===== src/rtl/mr_pkg.sv =====
// ============================================================================
// mr_pkg
// Shared types and constants of the Miller-Rabin primality tester.
// ============================================================================
`default_nettype none

package mr_pkg;

  // Arithmetic width of the candidate, the base and all residues.
  localparam int NUM_W = 32;
  // Counter that can hold the value NUM_W itself.
  localparam int CNT_W = $clog2(NUM_W + 1);
  // Counter for the power of two in candidate-1, at most NUM_W-1.
  localparam int K_W   = $clog2(NUM_W);

  // Witness base after reset.
  localparam logic [NUM_W-1:0] BASE_RESET = NUM_W'(67);

  // Result codes.
  typedef enum logic [1:0] {
    V_PRIME         = 2'd0,
    V_COMPOSITE     = 2'd1,
    V_BELOW_TWO     = 2'd2,
    V_BASE_UNUSABLE = 2'd3
  } verdict_t;

  // Operations of the shared modular unit.
  typedef enum logic {
    MM_MUL    = 1'b0,  // x * y mod n
    MM_REDUCE = 1'b1   // y mod n
  } mm_op_t;

  // Command to the modular unit.
  typedef struct packed {
    logic             start;
    mm_op_t           op;
    logic [NUM_W-1:0] x;
    logic [NUM_W-1:0] y;
    logic [NUM_W-1:0] n;
  } mm_cmd_t;

  // Response of the modular unit.
  typedef struct packed {
    logic             done;
    logic [NUM_W-1:0] value;
  } mm_rsp_t;

  // Finished verdict from the sequencer.
  typedef struct packed {
    logic             valid;
    verdict_t         verdict;
    logic [NUM_W-1:0] tested;
  } seq_rsp_t;

  // Sequencer states.
  typedef enum logic [3:0] {
    ST_IDLE,
    ST_CHECK,
    ST_RED,
    ST_SPLIT,
    ST_POW,
    ST_MUL_R,
    ST_MUL_B,
    ST_TEST_B,
    ST_SQ,
    ST_SQ_WAIT,
    ST_RESULT
  } state_t;

endpackage

`default_nettype wire


===== src/rtl/mr_seq.sv =====
// ============================================================================
// mr_seq
// Sequencer of one Miller-Rabin round: special cases, base reduction,
// split of candidate-1, square-and-multiply and the squaring chain.
// ============================================================================
`default_nettype none

module mr_seq import mr_pkg::*; (
  input  wire logic             clk,
  input  wire logic             rst_n,
  input  wire logic             start,
  input  wire logic [NUM_W-1:0] candidate,
  input  wire logic [NUM_W-1:0] base,
  input  wire logic             take,
  output logic                  idle,
  output seq_rsp_t              rsp,
  output mm_cmd_t               mm_cmd,
  input  mm_rsp_t               mm_rsp
);

  state_t           state_r, state_nxt;
  verdict_t         verdict_r, verdict_nxt;
  logic [NUM_W-1:0] n_r, n_nxt;
  logic [NUM_W-1:0] a_r, a_nxt;   // reduced base, then running power of it
  logic [NUM_W-1:0] m_r, m_nxt;   // odd part of n-1, then remaining exponent
  logic [NUM_W-1:0] r_r, r_nxt;   // running result, then b of the chain
  logic [K_W-1:0]   k_r, k_nxt;
  logic [K_W-1:0]   i_r, i_nxt;
  logic [NUM_W-1:0] n_less1;

  assign n_less1 = n_r - NUM_W'(1);

  // Next state, datapath updates and unit commands.
  always_comb begin
    state_nxt    = state_r;
    verdict_nxt  = verdict_r;
    n_nxt        = n_r;
    a_nxt        = a_r;
    m_nxt        = m_r;
    r_nxt        = r_r;
    k_nxt        = k_r;
    i_nxt        = i_r;
    mm_cmd.start = 1'b0;
    mm_cmd.op    = MM_MUL;
    mm_cmd.x     = a_r;
    mm_cmd.y     = a_r;
    mm_cmd.n     = n_r;
    case (state_r)
      ST_IDLE: begin
        if (start) begin
          n_nxt     = candidate;
          a_nxt     = base;
          state_nxt = ST_CHECK;
        end
      end
      ST_CHECK: begin
        if (n_r < NUM_W'(2)) begin
          verdict_nxt = V_BELOW_TWO;
          state_nxt   = ST_RESULT;
        end else if (n_r == NUM_W'(2)) begin
          verdict_nxt = V_PRIME;
          state_nxt   = ST_RESULT;
        end else if (!n_r[0]) begin
          verdict_nxt = V_COMPOSITE;
          state_nxt   = ST_RESULT;
        end else begin
          mm_cmd.start = 1'b1;
          mm_cmd.op    = MM_REDUCE;
          state_nxt    = ST_RED;
        end
      end
      ST_RED: begin
        if (mm_rsp.done) begin
          if (mm_rsp.value == '0) begin
            verdict_nxt = V_BASE_UNUSABLE;
            state_nxt   = ST_RESULT;
          end else begin
            a_nxt     = mm_rsp.value;
            m_nxt     = n_less1;
            k_nxt     = '0;
            state_nxt = ST_SPLIT;
          end
        end
      end
      ST_SPLIT: begin
        // Strip one trailing zero a cycle.
        if (!m_r[0]) begin
          m_nxt = m_r >> 1;
          k_nxt = k_r + K_W'(1);
        end else begin
          r_nxt     = NUM_W'(1);
          state_nxt = ST_POW;
        end
      end
      ST_POW: begin
        if (m_r == '0) begin
          state_nxt = ST_TEST_B;
        end else if (m_r[0]) begin
          mm_cmd.start = 1'b1;
          mm_cmd.x     = r_r;
          state_nxt    = ST_MUL_R;
        end else begin
          mm_cmd.start = 1'b1;
          state_nxt    = ST_MUL_B;
        end
      end
      ST_MUL_R: begin
        if (mm_rsp.done) begin
          r_nxt        = mm_rsp.value;
          mm_cmd.start = 1'b1;
          state_nxt    = ST_MUL_B;
        end
      end
      ST_MUL_B: begin
        if (mm_rsp.done) begin
          a_nxt     = mm_rsp.value;
          m_nxt     = m_r >> 1;
          state_nxt = ST_POW;
        end
      end
      ST_TEST_B: begin
        if (r_r == NUM_W'(1) || r_r == n_less1) begin
          verdict_nxt = V_PRIME;
          state_nxt   = ST_RESULT;
        end else begin
          i_nxt     = K_W'(1);
          state_nxt = ST_SQ;
        end
      end
      ST_SQ: begin
        if (i_r < k_r) begin
          mm_cmd.start = 1'b1;
          mm_cmd.x     = r_r;
          mm_cmd.y     = r_r;
          state_nxt    = ST_SQ_WAIT;
        end else begin
          verdict_nxt = V_COMPOSITE;
          state_nxt   = ST_RESULT;
        end
      end
      ST_SQ_WAIT: begin
        if (mm_rsp.done) begin
          r_nxt = mm_rsp.value;
          if (mm_rsp.value == n_less1) begin
            verdict_nxt = V_PRIME;
            state_nxt   = ST_RESULT;
          end else begin
            i_nxt     = i_r + K_W'(1);
            state_nxt = ST_SQ;
          end
        end
      end
      ST_RESULT: begin
        if (take) begin
          state_nxt = ST_IDLE;
        end
      end
      default: begin
        state_nxt = ST_IDLE;
      end
    endcase
  end

  // State register.
  always_ff @(posedge clk) begin
    if (!rst_n) begin
      state_r <= ST_IDLE;
    end else begin
      state_r <= state_nxt;
    end
  end

  // Datapath registers.
  always_ff @(posedge clk) begin
    verdict_r <= verdict_nxt;
    n_r       <= n_nxt;
    a_r       <= a_nxt;
    m_r       <= m_nxt;
    r_r       <= r_nxt;
    k_r       <= k_nxt;
    i_r       <= i_nxt;
  end

  assign idle        = (state_r == ST_IDLE);
  assign rsp.valid   = (state_r == ST_RESULT);
  assign rsp.verdict = verdict_r;
  assign rsp.tested  = n_r;

`ifndef SYNTH
  // An odd candidate of at least three leaves at least one factor of two.
  a_k_nonzero: assert property (@(posedge clk) disable iff (!rst_n)
    (state_r == ST_POW) |-> (k_r != '0))
    else $error("power of two in candidate-1 is zero");
`endif

endmodule

`default_nettype wire


===== config.mk =====
export PLATFORM = sky130hd
export DESIGN_NAME = mr_seq
export DESIGN_NICKNAME = d
export VERILOG_FILES = /design/src/rtl/mr_pkg.sv /design/src/rtl/mr_seq.sv
export SDC_FILE = /design/constraint.sdc
export NUM_CORES = 1
export LEC_CHECK = 0
export BUFFER_PORTS_ARGS = -buffer_cell sky130_fd_sc_hd__buf_2
export CAP_MARGIN = 20
export CORE_UTILIZATION = 55
export CTS_CLUSTER_DIAMETER = 50
export DETAILED_ROUTE_END_ITERATION = 16
export HOLD_SLACK_MARGIN = 0.02
export PLACE_DENSITY = 0.82
export SLEW_MARGIN = 30
export SYNTH_ARGS = -nofsm -noshare
export SYNTH_HDL_FRONTEND = slang
export SYNTH_SLANG_ARGS = --single-unit

===== constraint.sdc =====
create_clock -name clk -period 5.2 [get_ports clk]
set_clock_uncertainty 0.05 [all_clocks]
set_input_delay 1.04 -clock clk [delete_from_list [all_inputs] [get_ports clk]]
set_output_delay 1.04 -clock clk [all_outputs]
set_load 0.05 [all_outputs]

Yosys cells after proc, flatten, opt, wreduce, memory -nomap -nowiden
Index checks and enable logic that the tools add are counted.

word-level totals
  flip-flop bits (word level) = 144
  input port bits = 101
  output and inout port bits = 134
  logic and storage cells = 125

operators by class
  add/subtract/negate cells = 3
  magnitude comparators = 2
  eq/ne operators = 31
  multiplexer cells = 60
  reduce and logical (&&, ||, !) cells = 20

operators by type and width
  kind                                                                    count
  32-bit two-way mux                                                      12
  32-bit case mux with 3 select lines                                     2
  32-bit case mux with 2 select lines                                     2
  32-bit == test                                                          2
  32-bit zero test                                                        2
  64-bit two-way mux                                                      1
  4-bit two-way mux                                                       12
  4-bit case mux with 11 select lines                                     1
  32-bit by 1-bit == test with 1-bit output (second input constant)       1
  32-bit by 2-bit == test with 1-bit output (second input constant)       1
  32-bit by 2-bit < comparator with 1-bit output (second input constant)  1
  2-bit two-way mux                                                       16
  32-bit by 1-bit subtractor with 32-bit output (second input constant)   1
  5-bit two-way mux                                                       6
  2-bit inequality test (second input constant)                           15
  5-bit case mux with 2 select lines                                      2
  4-bit by 3-bit == test with 1-bit output (second input constant)        4
  4-bit == test (second input constant)                                   3
  4-bit AND reduction                                                     3
  5-bit by 1-bit adder with 5-bit output (second input constant)          2
  2-bit case mux with 5 select lines                                      1
  5-bit AND reduction                                                     2
  4-bit by 2-bit == test with 1-bit output (second input constant)        2
  8-bit AND reduction                                                     1
  other kinds (15)                                                        21

Depth between registers and ports, before layout
Gate-level depths: netlist of the first run.

  depth after elaboration = 5
  gate-level depth with buffers = 13
  depth with buffers taken out = 11

Worst setup path before layout of the first run
Ideal clock, no wire load.

  path type = flip-flop to flip-flop
  start point = register state_r[0]
  end point = register a_r[0] (enable)
  library setup time = 432 ps
  arrival = 4228 ps
  slack = 490 ps
  stages on the path, launching flop included = 6
  path buffers = 2
  path through = dfxtp_1 > buf_1 > clkbuf_1 > nor4_1 > nand2_1 > a21oi_1

on the way
  longest elaborated chain between the ends = 3
  elaborated cells between the ends (all ways) = 9
  those cells by class = eq/ne: 6; reduce/logical: 3

ends and longest elaborated chain
  what                                                                          RTL line       RTL
  start, declared                                                               mr_seq.sv:21   state_t state_r, state_nxt;
  start signal, assigned                                                        mr_seq.sv:169  state_r <= state_nxt;
  4-bit zero test (*)                                                           -
  net idle                                                                      mr_seq.sv:15   output logic idle,
  2-bit inequality test (no source line) or 3-bit nonzero test (tied branches)  -
  5-bit AND reduction (no source line) (*)                                      -
  end signal, assigned                                                          mr_seq.sv:177  a_r <= a_nxt;
  end, declared                                                                 mr_seq.sv:24   logic [NUM_W-1:0] a_r, a_nxt;

The timed path passes the listed nets; every way through them passes the cells marked *.
A chain may end at the register's enable or synchronous reset.

==> results of run 1 <==
flip-flops by register name, indices dropped and copies added, names as in the netlist:
name       cells
a_r           32
i_r            5
k_r            5
m_r           32
n_r           32
r_r           32
state_r        4
verdict_r      2
layer usage:
metal | wire length (um) | part of all wire (%) | global-route usage [%]
met5 | 0 | 0 | 0
met4 | 1580 | 4.9 | 17.6
met3 | 2620 | 8.1 | 6.96
met2 | 15500 | 48 | 58.8
met1 | 12600 | 39 | 43.2
cells by family (layout without fill, tap and decap cells):
kind of cell | count (synthesis) | after routing | synth area share, %
adders and majority gates | 8 | 8 | 1.02
AOI/OAI and AO/OA | 139 | 139 | 9.29
muxes | 69 | 69 | 7.83
and+or+nand+nor | 445 | 445 | 24.7
xor gates and xnor gates | 86 | 86 | 8.21
DFF | 144 | 144 | 43.5
buffers and inverters | 108 | 302 | 5.45
cells in the mapped netlist, drive strengths merged (3+ instances only):
library cell and number:
a21oi 21, o22ai 7, nor2 61, o2111ai 5, o211ai 3, nand3 20, o31ai 4, o311ai 6
nor3b 7, nand2b 14, or3 9, a2111oi 7, nand4 21, nand2 166, or4 15, dfxtp 4
xnor2 52, clkbuf 41, or2 3, nor3 22, o21ai 52, buf 47, mux2 64, xnor3 4
xor2 30, a31oi 5, and2 31, nor2b 11, and3 6, mux2i 5, a22oi 4, edfxtp 140
o2bb2ai 3, ha 8, inv 20, nor4 43, or3b 6
per-stage QoR:
stage,cell area [um2],power (uW)
2_1_floorplan,9840,5020
3_3_place_gp,11000,5850
3_5_place_dp,11000,5930
4_1_cts,11600,7240
5_1_grt,11600,7540
6_report,11600,7270
cell type report:
| type | instances | area, um2 |
|---|---|---|
| well taps | 225 | 282 |
| repair buffers | 250 | 1310 |
| clock inverters | 15 | 196 |
| inverters | 20 | 75.1 |
| fillers | 1362 | 5790 |
| multi-input cells | 747 | 5050 |
| clock buffers | 17 | 425 |
| flip-flops and latches | 144 | 4280 |
power breakdown:
part           switching (uW)  total (uW)  leakage [uW]  internal [uW]
clock network             546        1320      0.000301            773
logic                    2720        3770       0.00275           1040
registers                 433        2180       0.00134           1750
total                    3700        7270       0.00439           3570
worst max-delay path: stages, from the launching register on:
cell and delay (ns):
edfxtp_1 0.62, nor4_2 0.65, nand4b_1 0.33, or4_1 0.62, nor2_1 0.11, o21ai_0 0.27, nand4_1 0.30, nand3_1 0.09
buf_2 0.23
worst max path at each step:
stage,start,endpoint,cells past startpoint
after detailed placement,n_r[23]$_DFFE_PP_,mm_cmd[97],8
after floorplan,state_r[0]$_SDFFE_PN0P_,a_r[0]$_DFFE_PP_,5
final,n_r[7]$_DFFE_PP_,mm_cmd[97],8
after global placement,n_r[23]$_DFFE_PP_,mm_cmd[97],8
after global routing,n_r[7]$_DFFE_PP_,mm_cmd[97],8
after CTS,n_r[23]$_DFFE_PP_,mm_cmd[97],8
==> flow_metrics.env, run 1 <==
export IMPL_outcome="completed"
export IMPL_synthFlopType="edfxtp_1"
export IMPL_fin_util_pct=66.8
export IMPL_ant_nets=0
export IMPL_syn2layout_area_growth_pct=18.1
export IMPL_cts_buffers=17
export IMPL_tightest_slew_ns=1.03
export IMPL_clock_sinks=144
export IMPL_timing_rr_end="verdict_r[1]$_DFFE_PP_"
export IMPL_fp_dieH_um=136
export IMPL_rows=48
export IMPL_routedWlPerCell_um=22.8
export IMPL_async_flop_share_pct=0
export IMPL_fin_cells=1418
export IMPL_n_antenna_cell=0
export IMPL_gp_congestion=0.999
export IMPL_yosys_warnings=0
export IMPL_grt_pass1_vias=8336
export IMPL_grt_ovfl_total=0
export IMPL_yosys_register_bits=144
export IMPL_cts_tree="built"
export IMPL_critPathRequiredTime_ns=4.11
export IMPL_grt_pass1_wl_mm=47.9
export IMPL_ir_drop_uv=491
export IMPL_antenna_found_initial=1
export IMPL_fmax_mhz=210
export IMPL_post_cts_buffers=0
export IMPL_clk_latency_ns=0.43
export IMPL_viasPerCell=6.27
export IMPL_drtPass1Iterations=5
export IMPL_synth_edf_count=140
export IMPL_hp_start="m_r[12]$_DFFE_PP_"
export IMPL_hold_ws_ns=0.515
export IMPL_worstReg2RegStart="n_r[0]$_DFFE_PP_"
export IMPL_min_path_cells=2
export IMPL_start_util_pct=56.5
export IMPL_fin_crit_sh_pct=91.6
export IMPL_worstPathArrival_ns=3.67
export IMPL_crit_path_start_kind="flop"
export IMPL_crit_type="flop to primary output"
export IMPL_max_cap_viol_count=0
export IMPL_yosysSeqAreaShare_pct=43.5
export IMPL_leakagePower_uw=0.00439
export IMPL_yosys_area_top_type="edfxtp_1"
export IMPL_placed_cells=1386
export IMPL_core_area_um2=17400
export IMPL_layout_drive_gt1_share_pct=32.2
export IMPL_hold_end="m_r[11]$_DFFE_PP_"
export IMPL_clk_pin_slew_worst_paths_ns=0.07
export IMPL_grt_usage_pct=35.2
export IMPL_syn_num_nets=1108
export IMPL_synthTopCellsByArea="edfxtp_1 (43%), mux2_2 (7.3%), nand2_1 (6.3%)"
export IMPL_die_area_um2=18400
export IMPL_routed_wl_mm=32.4
export IMPL_fin_setup_tns_ns=0
export IMPL_hold_buffers=0
export IMPL_numPortBuffers=234
export IMPL_dp_hpwl_mm=24.4
export IMPL_endpoint_kind="primary output"
export IMPL_cts_path_max_buffers=2
export IMPL_route_detailed_drc=0
export IMPL_final_max_slew_viol_count=0
export IMPL_final_cell_mix="buf_2 (234), nand2_1 (166), edfxtp_1 (140)"
export IMPL_syn_cell_area_um2=9840
export IMPL_final_common_cell="buf_2"
export IMPL_fin_ws_ns=0.435
export IMPL_synth_cell_types=73
export IMPL_vias=8897
export IMPL_htreeDepth=4
export IMPL_min_path_type="flop to flop"
export IMPL_grt_max_degree=38
export IMPL_pin_count=235
export IMPL_maxSlewHeadroom_pct=30.6
export IMPL_p_per_area_nw_per_um2=625
export IMPL_setup_viol=0
export IMPL_cp_max_fo=13
export IMPL_drt_initial_drc_count=903
export IMPL_r2r_cells=12
export IMPL_rsz0062_at_grt="false"
export IMPL_synth_top_area_share_pct=42.7
export IMPL_period_minus_slack_ns=4.76
export IMPL_syn_inst=999
export IMPL_clockRootBuffer="clkbuf_16"
export IMPL_avgSynthCellArea_um2=9.85
export IMPL_finalHoldViolCount=0
export IMPL_post_place_ws_ns=0.990
export IMPL_die_w_um=136
export IMPL_post_cts_resize_count=0
export IMPL_layout_nets=1289
export IMPL_reg2reg_setup_slack_ns=0.93
Power figures use the tool's default switching activity.
==> inputs of run 2 (changes only) <==
Settings changed: PLACE_DENSITY 0.82 to default, PLACE_DENSITY_LB_ADDON from default to 0.1.
==> flow_metrics.env, run 2 (synthesis gave the netlist of run 1 again) <==
export IMPL_seq_area_um2=4280
export IMPL_start_util_pct=56.5
export IMPL_hold_buffers=0
export IMPL_htreeDepth=4
export IMPL_syn2layout_area_growth_pct=17.6
export IMPL_post_cts_resize_count=0
export IMPL_gp_congestion=0.995
export IMPL_p_per_area_nw_per_um2=618
export IMPL_multiInputGateArea_um2=5060
export IMPL_layout_nets=1290
export IMPL_drt_initial_drc_count=867
export IMPL_grt_max_degree=38
export IMPL_grt_pass1_vias=8342
export IMPL_met1_usage_pct=44.4
export IMPL_setup_viol=0
export IMPL_busiest_layer="met2"
export IMPL_cts_path_max_buffers=2
export IMPL_route_detailed_drc=0
export IMPL_finalHoldViolCount=0
export IMPL_fin_ws_ns=0.496
export IMPL_clk_pin_slew_worst_paths_ns=0.06
export IMPL_final_common_cell="buf_2"
export IMPL_ir_drop_uv=534
export IMPL_cts_buffers=17
export IMPL_core_area_um2=17400
export IMPL_post_cts_buffers=0
export IMPL_cp_max_fo=11
export IMPL_grt_use_met2_pct=59.0
export IMPL_layout_drive_gt1_share_pct=32.1
export IMPL_endpoint_kind="primary output"
export IMPL_grt_pass1_wl_mm=48.1
export IMPL_slowest_delay_ns=0.64
export IMPL_n_antenna_cell=0
export IMPL_vias=8851
export IMPL_maxSlewHeadroom_pct=39.4
export IMPL_ant_nets=0
export IMPL_tightest_slew_ns=0.907
export IMPL_numPortBuffers=234
export IMPL_clk_latency_ns=0.43
export IMPL_cts_tree="built"
export IMPL_crit_type="flop to primary output"
export IMPL_fillers=1406
export IMPL_period_minus_slack_ns=4.70
export IMPL_crit_slowest_cell="or4_4"
export IMPL_die_area_um2=18400
export IMPL_leakagePower_uw=0.00437
export IMPL_max_cap_viol_count=0
export IMPL_dp_hpwl_mm=25.0
export IMPL_fin_setup_tns_ns=0
export IMPL_die_w_um=136
export IMPL_worstPathArrival_ns=3.61
export IMPL_grt_usage_pct=35.9
export IMPL_rows=48
export IMPL_min_path_type="flop to flop"
export IMPL_post_place_ws_ns=1.01
export IMPL_routedWlPerCell_um=23.4
export IMPL_critPathRequiredTime_ns=4.11
export IMPL_antenna_found_initial=0
export IMPL_final_max_slew_viol_count=0
export IMPL_fp_dieH_um=136
export IMPL_pin_count=235
export IMPL_crit_path_cell_trace="or4_4, or4_4, or4_1, nor2_1, o21ai_0, nand4_1, nand3_1, buf_2"
export IMPL_place_area_um2=11000
export IMPL_grtUsageMet3_pct=5.54
export IMPL_fin_crit_sh_pct=90.5
export IMPL_grt_ovfl_total=0
export IMPL_viasPerCell=6.24
export IMPL_outcome="completed"
export IMPL_stdcell_area_um2=11600
export IMPL_drtPass1Iterations=5
export IMPL_crit_path_start_kind="flop"
export IMPL_rsz0062_at_grt="false"
export IMPL_clockRootBuffer="clkbuf_16"
export IMPL_fmax_mhz=213
export IMPL_routed_wl_mm=33.2
export IMPL_final_cell_mix="buf_2 (234), nand2_1 (166), edfxtp_1 (140)"
export IMPL_cp_common_cell="or4_4"
export IMPL_clock_sinks=144
run 2: changes by cell type in the layout (fill, tap and decap cells not counted), moves of 2 or more:
| cell | previous run | this run |
|---|---|---|
| inv_8 | 3 | 0 |
| inv_6 | 6 | 2 |
| clkinv_2 | 1 | 4 |
| nor2_2 | 4 | 2 |
| clkinv_4 | 0 | 3 |
| clkbuf_1 | 0 | 2 |
run 2: cell type report:
cell class	count	area share, %
Clock buffer	19	3.74
Clock inverter	13	1.20
Inverter	20	0.648
Multi-Input combinational cell	747	43.7
Sequential cell	144	37.0
Tap cell	225	2.43
Timing Repair Buffer	251	11.3
run 2: routing by layer:
metal,up-vias,routed length (um)
li1,4007,-
met1,4180,12800
met2,543,15900
met3,121,2640
met4,0,1910
met5,-,0
run 2: final timing paths:
kind,endpoint,cells after the start,startpoint,slack (ns)
worst max-delay path,mm_cmd[97],8,n_r[23]$_DFFE_PP_,0.50
worst max register to register,verdict_r[1]$_DFFE_PP_,12,n_r[1]$_DFFE_PP_,1.00
worst min register to register,m_r[27]$_DFFE_PP_,2,m_r[28]$_DFFE_PP_,0.51
worst min-delay path,m_r[27]$_DFFE_PP_,2,m_r[28]$_DFFE_PP_,0.51
run 2: per-stage QoR:
step | cells | hold WS (ns) | power (uW) | util, %
after floorplan | 999 | 0.471 | 5020 | -
after global placement | 1386 | 0.484 | 5880 | 63.1
after detailed placement | 1387 | 0.493 | 5920 | 63.2
after CTS | 1419 | 0.505 | 7140 | 66.5
after global routing | 1419 | 0.517 | 7410 | 66.5
final | 1419 | 0.509 | 7160 | 66.5
run 2: worst max-delay path: cells and delay by family, from the launching register on:
family | cells | cell delay (ns)
and+or+nand+nor | 6 | 2.13
buffers and inverters | 1 | 0.22
DFF | 1 | 0.57
AOI/OAI and AO/OA | 1 | 0.27
run 2: power by group:
group,switching (uW),internal [uW]
registers,426,1750
clock network,508,707
logic,2740,1030
total,3680,3480
